--- src/hw/rtl/pllt_pkg.sv ---
// Package for the PLL tuning register calculator.
// Holds field widths, band codes, per-band constants and the shared item types.
// No dependencies; every other file in hw/rtl refers to it by scoped names.
package pllt_pkg;

   localparam int FREQ_W  = 26;
   localparam int SEL_W   = 3;
   localparam int STEP_W  = 15;
   localparam int C_W     = 15;
   localparam int RS_W    = 18;
   localparam int RP_W    = 21;
   localparam int QE_W    = 16;
   localparam int P_W     = 15;
   localparam int PROD_W  = 35;
   localparam int PB_W    = P_W - 1;
   localparam int RECIP_SH = 26;

   localparam int XTAL_HZ_DEFAULT = 10000000;
   localparam int QUEUE_DEPTH     = 2;

   localparam logic [FREQ_W-1:0] FREQ_MIN  = FREQ_W'(130000);
   localparam logic [FREQ_W-1:0] EDGE_MF   = FREQ_W'(800000);
   localparam logic [FREQ_W-1:0] EDGE_HF1  = FREQ_W'(3200000);
   localparam logic [FREQ_W-1:0] EDGE_HF2  = FREQ_W'(8000000);
   localparam logic [FREQ_W-1:0] EDGE_HF3  = FREQ_W'(16000000);
   localparam logic [FREQ_W-1:0] FREQ_MAX  = FREQ_W'(30000000);

   localparam int STEP_LF  = 500;
   localparam int STEP_MF  = 2000;
   localparam int STEP_HF1 = 5000;
   localparam int STEP_HF2 = 10000;
   localparam int STEP_HF3 = 25000;

   localparam int N_LF  = 100;
   localparam int N_MF  = 25;
   localparam int N_HF1 = 10;
   localparam int N_HF2 = 5;
   localparam int N_HF3 = 4;

   localparam int Q_LOW  = 48;
   localparam int Q_HIGH = 23;

   localparam int C_LF  = 4 * N_LF  * (Q_LOW + 2);
   localparam int C_MF  = 4 * N_MF  * (Q_LOW + 2);
   localparam int C_HF1 = 4 * N_HF1 * (Q_LOW + 2);
   localparam int C_HF2 = 4 * N_HF2 * (Q_LOW + 2);
   localparam int C_HF3 = 4 * N_HF3 * (Q_HIGH + 2);

   localparam longint RS_LF  = (64'd1 << RECIP_SH) / STEP_LF;
   localparam longint RS_MF  = (64'd1 << RECIP_SH) / STEP_MF;
   localparam longint RS_HF1 = (64'd1 << RECIP_SH) / STEP_HF1;
   localparam longint RS_HF2 = (64'd1 << RECIP_SH) / STEP_HF2;
   localparam longint RS_HF3 = (64'd1 << RECIP_SH) / STEP_HF3;

   localparam logic [7:0] REG40_BASE = 8'hC0;
   localparam logic [7:0] CLK_EN_REF = 8'h24;
   localparam logic [7:0] CLK_EN_STD = 8'h20;
   localparam logic [SEL_W-1:0] SEL_CAL = SEL_W'(7);

   localparam logic [P_W-1:0] PUMP_T0 = P_W'(45);
   localparam logic [P_W-1:0] PUMP_T1 = P_W'(480);
   localparam logic [P_W-1:0] PUMP_T2 = P_W'(640);
   localparam logic [P_W-1:0] PUMP_T3 = P_W'(800);
   localparam logic [P_W-1:0] P_MIN   = P_W'(8);
   localparam logic [PB_W-1:0] PB_OFFSET = PB_W'(4);

   typedef enum logic [2:0] {
      BAND_LF,
      BAND_MF,
      BAND_HF1,
      BAND_HF2,
      BAND_HF3
   } band_type;

   typedef struct packed {
      logic [FREQ_W-1:0] req;
      logic [FREQ_W-1:0] cur;
      band_type          band;
      logic              oor;
   } item_type;

   typedef struct packed {
      logic [FREQ_W-1:0] new_freq_hz;
      logic              out_of_range;
      logic [7:0]        reg_40;
      logic [7:0]        reg_41;
      logic [7:0]        reg_42;
      logic [7:0]        reg_09;
      logic [6:0]        div_n1;
   } result_type;

   function automatic logic [STEP_W-1:0] band_step(band_type band);
      logic [STEP_W-1:0] v;
      unique case (band)
         BAND_LF:  v = STEP_W'(STEP_LF);
         BAND_MF:  v = STEP_W'(STEP_MF);
         BAND_HF1: v = STEP_W'(STEP_HF1);
         BAND_HF2: v = STEP_W'(STEP_HF2);
         BAND_HF3: v = STEP_W'(STEP_HF3);
         default:  v = STEP_W'(STEP_LF);
      endcase
      return v;
   endfunction

   function automatic logic [RS_W-1:0] band_rs(band_type band);
      logic [RS_W-1:0] v;
      unique case (band)
         BAND_LF:  v = RS_W'(RS_LF);
         BAND_MF:  v = RS_W'(RS_MF);
         BAND_HF1: v = RS_W'(RS_HF1);
         BAND_HF2: v = RS_W'(RS_HF2);
         BAND_HF3: v = RS_W'(RS_HF3);
         default:  v = RS_W'(RS_LF);
      endcase
      return v;
   endfunction

   function automatic logic [C_W-1:0] band_c(band_type band);
      logic [C_W-1:0] v;
      unique case (band)
         BAND_LF:  v = C_W'(C_LF);
         BAND_MF:  v = C_W'(C_MF);
         BAND_HF1: v = C_W'(C_HF1);
         BAND_HF2: v = C_W'(C_HF2);
         BAND_HF3: v = C_W'(C_HF3);
         default:  v = C_W'(C_LF);
      endcase
      return v;
   endfunction

   function automatic logic [6:0] band_n(band_type band);
      logic [6:0] v;
      unique case (band)
         BAND_LF:  v = 7'(N_LF);
         BAND_MF:  v = 7'(N_MF);
         BAND_HF1: v = 7'(N_HF1);
         BAND_HF2: v = 7'(N_HF2);
         BAND_HF3: v = 7'(N_HF3);
         default:  v = 7'(N_LF);
      endcase
      return v;
   endfunction

   function automatic logic [6:0] band_q(band_type band);
      logic [6:0] v;
      unique case (band)
         BAND_HF3: v = 7'(Q_HIGH);
         default:  v = 7'(Q_LOW);
      endcase
      return v;
   endfunction

endpackage

--- src/hw/rtl/pllt_front.sv ---
// Front end of the PLL tuning register calculator: range check and band selection.
// Depends on pllt_pkg for the band thresholds and the queue item type.
module pllt_front (
   input  logic [pllt_pkg::FREQ_W-1:0] requested_hz,
   input  logic [pllt_pkg::FREQ_W-1:0] current_hz,
   output pllt_pkg::item_type          item
);

   pllt_pkg::band_type band;
   logic               oor;

   always_comb begin
      oor  = 1'b0;
      band = pllt_pkg::BAND_LF;
      priority if (requested_hz < pllt_pkg::FREQ_MIN) begin
         oor = 1'b1;
      end else if (requested_hz < pllt_pkg::EDGE_MF) begin
         band = pllt_pkg::BAND_LF;
      end else if (requested_hz < pllt_pkg::EDGE_HF1) begin
         band = pllt_pkg::BAND_MF;
      end else if (requested_hz < pllt_pkg::EDGE_HF2) begin
         band = pllt_pkg::BAND_HF1;
      end else if (requested_hz < pllt_pkg::EDGE_HF3) begin
         band = pllt_pkg::BAND_HF2;
      end else if (requested_hz < pllt_pkg::FREQ_MAX) begin
         band = pllt_pkg::BAND_HF3;
      end else begin
         oor = 1'b1;
      end
   end

   assign item.req  = requested_hz;
   assign item.cur  = current_hz;
   assign item.band = band;
   assign item.oor  = oor;

endmodule

--- src/hw/rtl/pllt_queue.sv ---
// Short FIFO of classified items between the front end and the arithmetic back end.
// Depends on pllt_pkg for the item type and the default depth.
module pllt_queue #(
   parameter int DEPTH = pllt_pkg::QUEUE_DEPTH
) (
   input  logic               clock,
   input  logic               reset,
   input  logic               push_valid,
   output logic               push_ready,
   input  pllt_pkg::item_type push_item,
   output logic               pop_valid,
   input  logic               pop_ready,
   output pllt_pkg::item_type pop_item
);

   localparam int AW = (DEPTH > 1) ? $clog2(DEPTH) : 1;
   localparam int CW = $clog2(DEPTH + 1);

   pllt_pkg::item_type mem_ff [DEPTH];
   logic [AW-1:0] wr_ptr_ff, wr_ptr_in;
   logic [AW-1:0] rd_ptr_ff, rd_ptr_in;
   logic [CW-1:0] count_ff, count_in;
   logic          push;
   logic          pop;

   assign push_ready = (count_ff != CW'(DEPTH));
   assign pop_valid  = (count_ff != '0);
   assign push       = push_valid && push_ready;
   assign pop        = pop_valid && pop_ready;
   assign pop_item   = mem_ff[rd_ptr_ff];

   always_comb begin
      wr_ptr_in = wr_ptr_ff;
      rd_ptr_in = rd_ptr_ff;
      count_in  = count_ff;
      if (push) begin
         wr_ptr_in = (wr_ptr_ff == AW'(DEPTH - 1)) ? '0 : wr_ptr_ff + 1'b1;
      end
      if (pop) begin
         rd_ptr_in = (rd_ptr_ff == AW'(DEPTH - 1)) ? '0 : rd_ptr_ff + 1'b1;
      end
      if (push && !pop) begin
         count_in = count_ff + 1'b1;
      end else if (pop && !push) begin
         count_in = count_ff - 1'b1;
      end
   end

   always_ff @(posedge clock) begin
      if (reset) begin
         wr_ptr_ff <= '0;
         rd_ptr_ff <= '0;
         count_ff  <= '0;
      end else begin
         wr_ptr_ff <= wr_ptr_in;
         rd_ptr_ff <= rd_ptr_in;
         count_ff  <= count_in;
      end
   end

   always_ff @(posedge clock) begin
      if (push) begin
         mem_ff[wr_ptr_ff] <= push_item;
      end
   end

`ifndef SYNTHESIS
   a_count_bound: assert property (@(posedge clock) disable iff (reset)
      count_ff <= CW'(DEPTH))
      else $error("queue fill count exceeds depth");
   a_count_up: assert property (@(posedge clock) disable iff (reset)
      push && !pop |=> count_ff == $past(count_ff) + 1'b1)
      else $error("queue fill count did not grow on a lone push");
   a_count_down: assert property (@(posedge clock) disable iff (reset)
      pop && !push |=> count_ff == $past(count_ff) - 1'b1)
      else $error("queue fill count did not shrink on a lone pop");
`endif

endmodule

--- src/hw/rtl/pllt_back.sv ---
// Back end of the PLL tuning register calculator: four-stage arithmetic pipeline.
// Stage 4 is the output register. Depends on pllt_pkg for widths and band tables.
module pllt_back #(
   parameter int XTAL_HZ = pllt_pkg::XTAL_HZ_DEFAULT
) (
   input  logic                         clock,
   input  logic                         reset,
   input  logic                         in_valid,
   output logic                         in_ready,
   input  pllt_pkg::item_type           in_item,
   input  logic [pllt_pkg::SEL_W-1:0]   input_select,
   output logic                         out_valid,
   input  logic                         out_ready,
   output pllt_pkg::result_type         out_result
);

   localparam int FW  = pllt_pkg::FREQ_W;
   localparam int SH  = pllt_pkg::RECIP_SH;
   localparam int PW  = pllt_pkg::P_W;
   localparam int PRW = pllt_pkg::PROD_W;
   localparam int PBW = pllt_pkg::PB_W;

   localparam longint RP_LF  = (longint'(pllt_pkg::C_LF)  << SH) / XTAL_HZ;
   localparam longint RP_MF  = (longint'(pllt_pkg::C_MF)  << SH) / XTAL_HZ;
   localparam longint RP_HF1 = (longint'(pllt_pkg::C_HF1) << SH) / XTAL_HZ;
   localparam longint RP_HF2 = (longint'(pllt_pkg::C_HF2) << SH) / XTAL_HZ;
   localparam longint RP_HF3 = (longint'(pllt_pkg::C_HF3) << SH) / XTAL_HZ;
   localparam logic [FW-1:0]  XTAL_V  = FW'(XTAL_HZ);
   localparam logic [PRW-1:0] XTAL_PR = PRW'(XTAL_HZ);

   logic en;

   // Stage 1: reciprocal estimates and the exact P numerator.
   logic                   v1_ff;
   logic [FW-1:0]          req1_ff, cur1_ff;
   pllt_pkg::band_type     band1_ff;
   logic                   oor1_ff;
   logic [pllt_pkg::QE_W-1:0] qe1_ff, qe1_in;
   logic [PW-1:0]          pe1_ff, pe1_in;
   logic [PRW-1:0]         prod1_ff, prod1_in;
   logic [pllt_pkg::RP_W-1:0] rp;
   logic [FW+pllt_pkg::RS_W-1:0] mq;
   logic [FW+pllt_pkg::RP_W-1:0] mp;
   logic [FW+pllt_pkg::C_W-1:0]  mc;

   // Stage 2: multiply the estimates back.
   logic                   v2_ff;
   logic [FW-1:0]          req2_ff, cur2_ff;
   pllt_pkg::band_type     band2_ff;
   logic                   oor2_ff;
   logic [PW-1:0]          pe2_ff;
   logic [PRW-1:0]         prod2_ff;
   logic [FW-1:0]          qs2_ff, qs2_in;
   logic [PRW-1:0]         px2_ff, px2_in;
   logic [pllt_pkg::QE_W+pllt_pkg::STEP_W-1:0] ms;
   logic [PW+FW-1:0]       mx;

   // Stage 3: one correction step on both quotients.
   logic                   v3_ff;
   logic [FW-1:0]          cur3_ff;
   pllt_pkg::band_type     band3_ff;
   logic                   oor3_ff;
   logic [FW-1:0]          base3_ff, base3_in;
   logic                   inexact3_ff, inexact3_in;
   logic                   up3_ff, up3_in;
   logic [PW-1:0]          p3_ff, p3_in;
   logic [FW-1:0]          rem_s;
   logic [FW-1:0]          step3;
   logic [PRW-1:0]         rem_p;

   // Stage 4: result register.
   logic                   v4_ff;
   pllt_pkg::result_type   res4_ff, res4_in;
   logic [FW-1:0]          step4;
   logic [PBW-1:0]         pb;
   logic [2:0]             pump;
   logic [7:0]             pb_hi;

   assign en        = !v4_ff || out_ready;
   assign in_ready  = en;
   assign out_valid = v4_ff;
   assign out_result = res4_ff;

   always_comb begin
      unique case (in_item.band)
         pllt_pkg::BAND_LF:  rp = pllt_pkg::RP_W'(RP_LF);
         pllt_pkg::BAND_MF:  rp = pllt_pkg::RP_W'(RP_MF);
         pllt_pkg::BAND_HF1: rp = pllt_pkg::RP_W'(RP_HF1);
         pllt_pkg::BAND_HF2: rp = pllt_pkg::RP_W'(RP_HF2);
         pllt_pkg::BAND_HF3: rp = pllt_pkg::RP_W'(RP_HF3);
         default:            rp = pllt_pkg::RP_W'(RP_LF);
      endcase
      mq = (FW + pllt_pkg::RS_W)'(in_item.req)
         * (FW + pllt_pkg::RS_W)'(pllt_pkg::band_rs(in_item.band));
      mp = (FW + pllt_pkg::RP_W)'(in_item.req) * (FW + pllt_pkg::RP_W)'(rp);
      mc = (FW + pllt_pkg::C_W)'(in_item.req)
         * (FW + pllt_pkg::C_W)'(pllt_pkg::band_c(in_item.band));
      qe1_in   = mq[SH +: pllt_pkg::QE_W];
      pe1_in   = mp[SH +: PW];
      prod1_in = mc[PRW-1:0];
   end

   always_comb begin
      ms = (pllt_pkg::QE_W + pllt_pkg::STEP_W)'(qe1_ff)
         * (pllt_pkg::QE_W + pllt_pkg::STEP_W)'(pllt_pkg::band_step(band1_ff));
      mx = (PW + FW)'(pe1_ff) * (PW + FW)'(XTAL_V);
      qs2_in = ms[FW-1:0];
      px2_in = mx[PRW-1:0];
   end

   always_comb begin
      step3 = FW'(pllt_pkg::band_step(band2_ff));
      rem_s = req2_ff - qs2_ff;
      if (rem_s >= step3) begin
         base3_in    = qs2_ff + step3;
         inexact3_in = (rem_s != step3);
      end else begin
         base3_in    = qs2_ff;
         inexact3_in = (rem_s != '0);
      end
      up3_in = (req2_ff > cur2_ff);
      rem_p  = prod2_ff - px2_ff;
      p3_in  = pe2_ff + PW'(rem_p >= XTAL_PR);
   end

   always_comb begin
      step4 = FW'(pllt_pkg::band_step(band3_ff));
      pb    = (p3_ff < pllt_pkg::P_MIN) ? '0 : PBW'(p3_ff >> 1) - pllt_pkg::PB_OFFSET;
      priority if (p3_ff < pllt_pkg::PUMP_T0) begin
         pump = 3'd0;
      end else if (p3_ff < pllt_pkg::PUMP_T1) begin
         pump = 3'd1;
      end else if (p3_ff < pllt_pkg::PUMP_T2) begin
         pump = 3'd2;
      end else if (p3_ff < pllt_pkg::PUMP_T3) begin
         pump = 3'd3;
      end else begin
         pump = 3'd4;
      end
      pb_hi = 8'(pb >> 8);
      res4_in = '0;
      if (oor3_ff) begin
         res4_in.new_freq_hz  = cur3_ff;
         res4_in.out_of_range = 1'b1;
      end else begin
         res4_in.new_freq_hz = (inexact3_ff && up3_ff) ? base3_ff + step4 : base3_ff;
         res4_in.reg_40      = pllt_pkg::REG40_BASE | {3'b000, pump, 2'b00} | pb_hi;
         res4_in.reg_41      = pb[7:0];
         res4_in.reg_42      = {p3_ff[0], pllt_pkg::band_q(band3_ff)};
         res4_in.reg_09      = (input_select == pllt_pkg::SEL_CAL) ?
                               pllt_pkg::CLK_EN_REF : pllt_pkg::CLK_EN_STD;
         res4_in.div_n1      = pllt_pkg::band_n(band3_ff);
      end
   end

   always_ff @(posedge clock) begin
      if (reset) begin
         v1_ff <= 1'b0;
         v2_ff <= 1'b0;
         v3_ff <= 1'b0;
         v4_ff <= 1'b0;
      end else if (en) begin
         v1_ff <= in_valid;
         v2_ff <= v1_ff;
         v3_ff <= v2_ff;
         v4_ff <= v3_ff;
      end
   end

   always_ff @(posedge clock) begin
      if (en) begin
         req1_ff     <= in_item.req;
         cur1_ff     <= in_item.cur;
         band1_ff    <= in_item.band;
         oor1_ff     <= in_item.oor;
         qe1_ff      <= qe1_in;
         pe1_ff      <= pe1_in;
         prod1_ff    <= prod1_in;
         req2_ff     <= req1_ff;
         cur2_ff     <= cur1_ff;
         band2_ff    <= band1_ff;
         oor2_ff     <= oor1_ff;
         pe2_ff      <= pe1_ff;
         prod2_ff    <= prod1_ff;
         qs2_ff      <= qs2_in;
         px2_ff      <= px2_in;
         cur3_ff     <= cur2_ff;
         band3_ff    <= band2_ff;
         oor3_ff     <= oor2_ff;
         base3_ff    <= base3_in;
         inexact3_ff <= inexact3_in;
         up3_ff      <= up3_in;
         p3_ff       <= p3_in;
         res4_ff     <= res4_in;
      end
   end

`ifndef SYNTHESIS
   a_oor_clears_regs: assert property (@(posedge clock) disable iff (reset)
      v4_ff && res4_ff.out_of_range |->
         res4_ff.reg_40 == '0 && res4_ff.reg_42 == '0 && res4_ff.div_n1 == '0)
      else $error("out-of-range result carries register values");
   a_q_field: assert property (@(posedge clock) disable iff (reset)
      v4_ff && !res4_ff.out_of_range |->
         res4_ff.reg_42[6:0] == 7'(pllt_pkg::Q_LOW) ||
         res4_ff.reg_42[6:0] == 7'(pllt_pkg::Q_HIGH))
      else $error("reference divider field is not a band value");
   a_q_matches_n: assert property (@(posedge clock) disable iff (reset)
      v4_ff && !res4_ff.out_of_range && res4_ff.div_n1 == 7'(pllt_pkg::N_HF3) |->
         res4_ff.reg_42[6:0] == 7'(pllt_pkg::Q_HIGH))
      else $error("top band divider paired with the wrong reference divider");
   a_stall_holds: assert property (@(posedge clock) disable iff (reset)
      v4_ff && !out_ready |=> v4_ff && $stable(res4_ff))
      else $error("result register changed while stalled");
`endif

endmodule

--- src/hw/rtl/pll_tuning_register_calc.sv ---
// Top level of the PLL tuning register calculator.
// Instantiates pllt_front, pllt_queue and pllt_back; uses pllt_pkg for types.
//
// The block turns a requested and a current tuning frequency into the step-aligned
// new frequency and the PLL divider register bytes. It takes one request per clock
// cycle while the queue has room, and returns one result per request, in order.
// Each result passes through the four-stage arithmetic back end, whose stages hold
// the reciprocal multiplies, their back-multiplies, a single correction step and
// the result register. A queue of QUEUE_DEPTH items between the band classifier
// and the back end keeps requests flowing while the rsp side stalls, until it fills.
// The input_select register is written through csr_wr_en and csr_wr_data and
// should only change while no request is in flight.
module pll_tuning_register_calc #(
   parameter int XTAL_HZ     = pllt_pkg::XTAL_HZ_DEFAULT,
   parameter int QUEUE_DEPTH = pllt_pkg::QUEUE_DEPTH
) (
   input  logic        clock,
   input  logic        reset,
   input  logic        csr_wr_en,
   input  logic [2:0]  csr_wr_data,
   input  logic        req_tvalid,
   output logic        req_tready,
   // requested_hz [25:0], current_hz [51:26], zero fill [55:52]
   input  logic [55:0] req_tdata,
   output logic        rsp_tvalid,
   input  logic        rsp_tready,
   // new_freq_hz [25:0], reg_40 [33:26], reg_41 [41:34], reg_42 [49:42],
   // reg_09 [57:50], div_n1 [64:58], zero fill [71:65]
   output logic [71:0] rsp_tdata,
   // out_of_range [0]
   output logic [0:0]  rsp_tuser
);

   logic [pllt_pkg::SEL_W-1:0] input_select_ff, input_select_in;
   pllt_pkg::item_type   front_item;
   pllt_pkg::item_type   queue_item;
   logic                 queue_valid;
   logic                 back_ready;
   pllt_pkg::result_type result;

   always_comb begin
      input_select_in = input_select_ff;
      if (csr_wr_en) begin
         input_select_in = csr_wr_data;
      end
   end

   always_ff @(posedge clock) begin
      if (reset) begin
         input_select_ff <= '0;
      end else begin
         input_select_ff <= input_select_in;
      end
   end

   pllt_front u_front (
      .requested_hz (req_tdata[25:0]),
      .current_hz   (req_tdata[51:26]),
      .item         (front_item)
   );

   pllt_queue #(
      .DEPTH (QUEUE_DEPTH)
   ) u_queue (
      .clock      (clock),
      .reset      (reset),
      .push_valid (req_tvalid),
      .push_ready (req_tready),
      .push_item  (front_item),
      .pop_valid  (queue_valid),
      .pop_ready  (back_ready),
      .pop_item   (queue_item)
   );

   pllt_back #(
      .XTAL_HZ (XTAL_HZ)
   ) u_back (
      .clock        (clock),
      .reset        (reset),
      .in_valid     (queue_valid),
      .in_ready     (back_ready),
      .in_item      (queue_item),
      .input_select (input_select_ff),
      .out_valid    (rsp_tvalid),
      .out_ready    (rsp_tready),
      .out_result   (result)
   );

   assign rsp_tdata = {7'b0000000, result.div_n1, result.reg_09, result.reg_42,
                       result.reg_41, result.reg_40, result.new_freq_hz};
   assign rsp_tuser = result.out_of_range;

endmodule

--- config.mk ---
export PLATFORM = sky130hd
export DESIGN_NAME = pll_tuning_register_calc
export DESIGN_NICKNAME = d
export VERILOG_FILES = /design/src/hw/rtl/pllt_pkg.sv /design/src/hw/rtl/pllt_front.sv /design/src/hw/rtl/pllt_queue.sv /design/src/hw/rtl/pllt_back.sv /design/src/hw/rtl/pll_tuning_register_calc.sv
export SDC_FILE = /design/constraint.sdc
export NUM_CORES = 2
export LEC_CHECK = 0
export ABC_CLOCK_PERIOD_IN_PS = 33400
export BUFFER_PORTS_ARGS = -buffer_cell sky130_fd_sc_hd__buf_2
export CAP_MARGIN = 20
export CORE_ASPECT_RATIO = 1.5
export CORE_UTILIZATION = 37
export CTS_BUF_LIST = sky130_fd_sc_hd__clkbuf_8 sky130_fd_sc_hd__clkbuf_16
export DETAILED_ROUTE_END_ITERATION = 12
export PLACE_DENSITY = 0.62
export SLEW_MARGIN = 0
export SYNTH_ARGS = -nofsm -noshare
export SYNTH_HDL_FRONTEND = slang
export SYNTH_HIERARCHICAL = 1
export SYNTH_SLANG_ARGS = --single-unit
--- constraint.sdc ---
create_clock -name clock -period 33.4 [get_ports clock]
set_input_delay 5.01 -clock clock [delete_from_list [all_inputs] [get_ports clock]]
set_output_delay 5.01 -clock clock [all_outputs]
set_load 0.005 [all_outputs]
==> impl_results.md <==
- Status: finished clean
- Clk Latency, worst-skew pair: 0.60 ns
- Detail Route Antenna Nets: 0
- Worst clock skew: 0.0266 ns
- Final Cycle Share: 31.2%
- # DRC: 0
- Hold Vio Cnt, Final: 0
- Global-route wire length before repair: 209 mm
- Initial antenna violation count: 3
- Synthesized area per cell: 10.6 sq um
- GP Congestion: 0.960
- Largest net degree at the start of global routing: 79
- TritonCTS clock tree: built
- Kind of critical path: reg -> reg
- Longest Clk Path Bufs: 3
- 1st-pass router iterations: 5
- Number of synthesized register bits: 496
- F_max: 96.1 MHz
- Vias: 34000
- Slew Limit Fails: 0
- 1st-iter DRT viols: 1934
- Slowest library cell on the worst path: dfxtp_2
- Post-CTS Hold Fix Bufs: 0
- Starting Density: 37.2%
- Reg clk slew, reported paths: 0.07 ns
- Area Overhead vs Synth: 7.47%
- Routed len/inst: 19.5 um
- Fin nets: 6346
- All-layer global routing usage: 19.2%
- Share of layout cells above drive strength 1: 6.84%
- H-tree levels: 2
- Count of input and output buffers: 119
- Vias in the first global route: 37000
- Min Tclk post-route: 10.41 ns
- Post-synth ARST share: 0%
- TritonCTS buffer count: 44
- Cells after Synth: 4948
- Vias per std cell: 4.93
- EDFF count, synth: 484
- Synth warnings: 6
- Core region area: 141000 sq um
- Crit Path Max Fanout: 33
- Synthesized area: 52500 sq um
- Final setup violation count: 0
- Io pins: 139
- Die Span X: 310 um
- Slew @ Worst Pin: 1.03 ns
- Worst Setup End Kind: register
- Top_reg_cell synth: edfxtp_1
- Register area share after synthesis: 28.1%
- Row Count: 169
- Die height: 463 um
- Crit path required time: 33.73 ns
- # clock sinks: 496
- Most frequent cell on the critical path: fa_1
- Congestion Overflow GR: 0
- Root Buffer: clkbuf_16
- WL final: 134 mm
- Die area: 143000 sq um
- Crit path launch type: register
- Max cap viols: 0
- Reg2reg path depth: 29
- Setup repair after global routing missed its margin: false
- CP max stage delay: 0.76 ns
- Post-DP HPWL: 110 mm
- Hold Path Class: reg -> reg
- Max transition margin: 30.9%
- PostCTS Resize Cnt: 0
- Setup_tns: 0 ns
- Post-CTS Setup Bufs: 0
- Hold Path Depth: 0
- Distinct cells, synth: 84
- Crit path arrival time: 10.74 ns
kinds of logic (layout without fill, tap and decap cells):
group	Yosys count	count (layout)	synth area share, %
other	3	24	0.0214
multiplexers	70	70	1.47
flip-flops	496	496	28.1
buffers and inverters	1343	1392	10.3
AND/OR/NAND/NOR	1084	1084	10.3
adder cells (fa/ha/maj)	1300	1300	41.1
AO/OA/AOI/OAI	460	460	5.58
XOR/XNOR	192	192	3.20
through the flow:
stage | hold slack [ns] | setup slack (ns) | cells | instance area, sq um | utilization (%)
2_1_floorplan | 0.400 | 14.68 | 4967 | 52600 | -
4_1_cts | 0.406 | 22.94 | 6897 | 56400 | 40.0
5_1_grt | 0.421 | 22.43 | 6898 | 56400 | 40.0
3_5_place_dp | 0.405 | 23.03 | 6817 | 54800 | 38.9
6_report | 0.406 | 22.99 | 6899 | 56400 | 40.0
3_3_place_gp | 0.401 | 22.91 | 6816 | 54800 | 38.9
per-layer routing:
layer,global-route usage [%],vias up,share of wire [%]
li1,-,15800,-
met1,19.5,17000,34
met2,36.2,878,54
met3,2.10,326,4.0
met4,13.4,0,8.0
met5,0,-,0
cells in the mapped netlist (8+ instances only):
cell type  count  share of area, %
edfxtp_1     484                28
or2_2         18              0.21
fa_1         705                27
nand2_1      363               2.6
nor4_1        16              0.19
a21oi_1      150               1.4
o21ai_0       93              0.89
o211ai_1      10              0.14
dfxtp_1       12              0.46
a31oi_1       15              0.18
and2_1       216               2.6
and3_1        45              0.54
xor2_1        54              0.90
nor3_1        49              0.47
nand4_1       31              0.37
or3_1         11              0.13
a21o_1        38              0.54
o21a_1        25              0.36
inv_1       1152               8.2
a311oi_1       9              0.15
ha_1         595                14
clkbuf_1     105              0.75
mux2i_1       13              0.25
o22ai_1        8             0.095
xnor2_1      138               2.3
nor2_1       191               1.4
buf_4         75               1.1
a211oi_1      16              0.23
o31ai_1        8              0.11
mux2_2        56               1.2
nand2b_1      22              0.26
a21boi_0       9              0.13
nor2b_1       37              0.44
nand3_1       45              0.43
nor3b_1        9              0.13
o21bai_1      12              0.17
final timing paths:
check	from	end	slack (ns)
worst min-delay path	u_back/req1_ff[3]	u_back/req2_ff[3]	0.41
worst max-delay path	register	u_back/qe1_ff[15]	22.99
worst min register to register	u_back/req1_ff[3]	u_back/req2_ff[3]	0.41
worst max register to register	register	u_back/qe1_ff[15]	22.99
cells in the final DEF (no fill, tap or decap), types with 10 or more instances in the layout:
master,instances
xnor2_1,137
a21o_1,38
o211ai_1,10
nand2_1,363
o21ai_0,93
edfxtp_1,484
nand3_1,45
or2_2,18
nand4_1,31
and2_1,216
fa_1,705
clkbuf_16,44
o21bai_1,12
buf_4,41
buf_2,119
mux2_2,56
a21oi_1,150
nand2b_1,21
a211oi_1,16
mux2i_1,13
or3_1,11
nor2_1,191
o21a_1,25
nor2b_1,37
xor2_1,53
bufinv_16,12
inv_1,1154
nor3_1,49
and3_1,44
dfxtp_1,11
ha_1,595
a31oi_1,15
nor4_1,16
conb_1,22
worst max-delay path: cells and delay by family (launching register included):
family                   cells  cell delay (ns)
buffers and inverters        6             1.12
adder cells (fa/ha/maj)      7             3.53
flip-flops                   1             0.76
XOR/XNOR                     1             0.13
AND/OR/NAND/NOR              7             1.97
AO/OA/AOI/OAI                7             2.04
multiplexers                 1             0.55
flip-flops by register name, summed over array words and instances (netlist names), 24 cells and up, named ones only:
signal             count
u_back/qs2_ff         24
u_back/prod1_ff       28
u_back/cur1_ff        26
u_back/cur2_ff        26
u_back/px2_ff         26
u_queue/mem_ff       112
u_back/base3_ff       24
u_back/out_result     52
u_back/cur3_ff        26
u_back/req2_ff        26
u_back/prod2_ff       28
u_back/req1_ff        26
layout make-up:
cell class | count | area (sq um)
tap | 1881 | 2350
timing repair buffer | 160 | 903
clock buffer | 44 | 1100
clock inverter | 36 | 524
antenna | 2 | 5.00
fill | 13700 | 84600
sequential | 496 | 14800
inverter | 1152 | 4320
multi-input combinational | 3128 | 32500
Power is not shown: default switching activity piles up to over one toggle a cycle in this logic, so the estimate is an artifact.
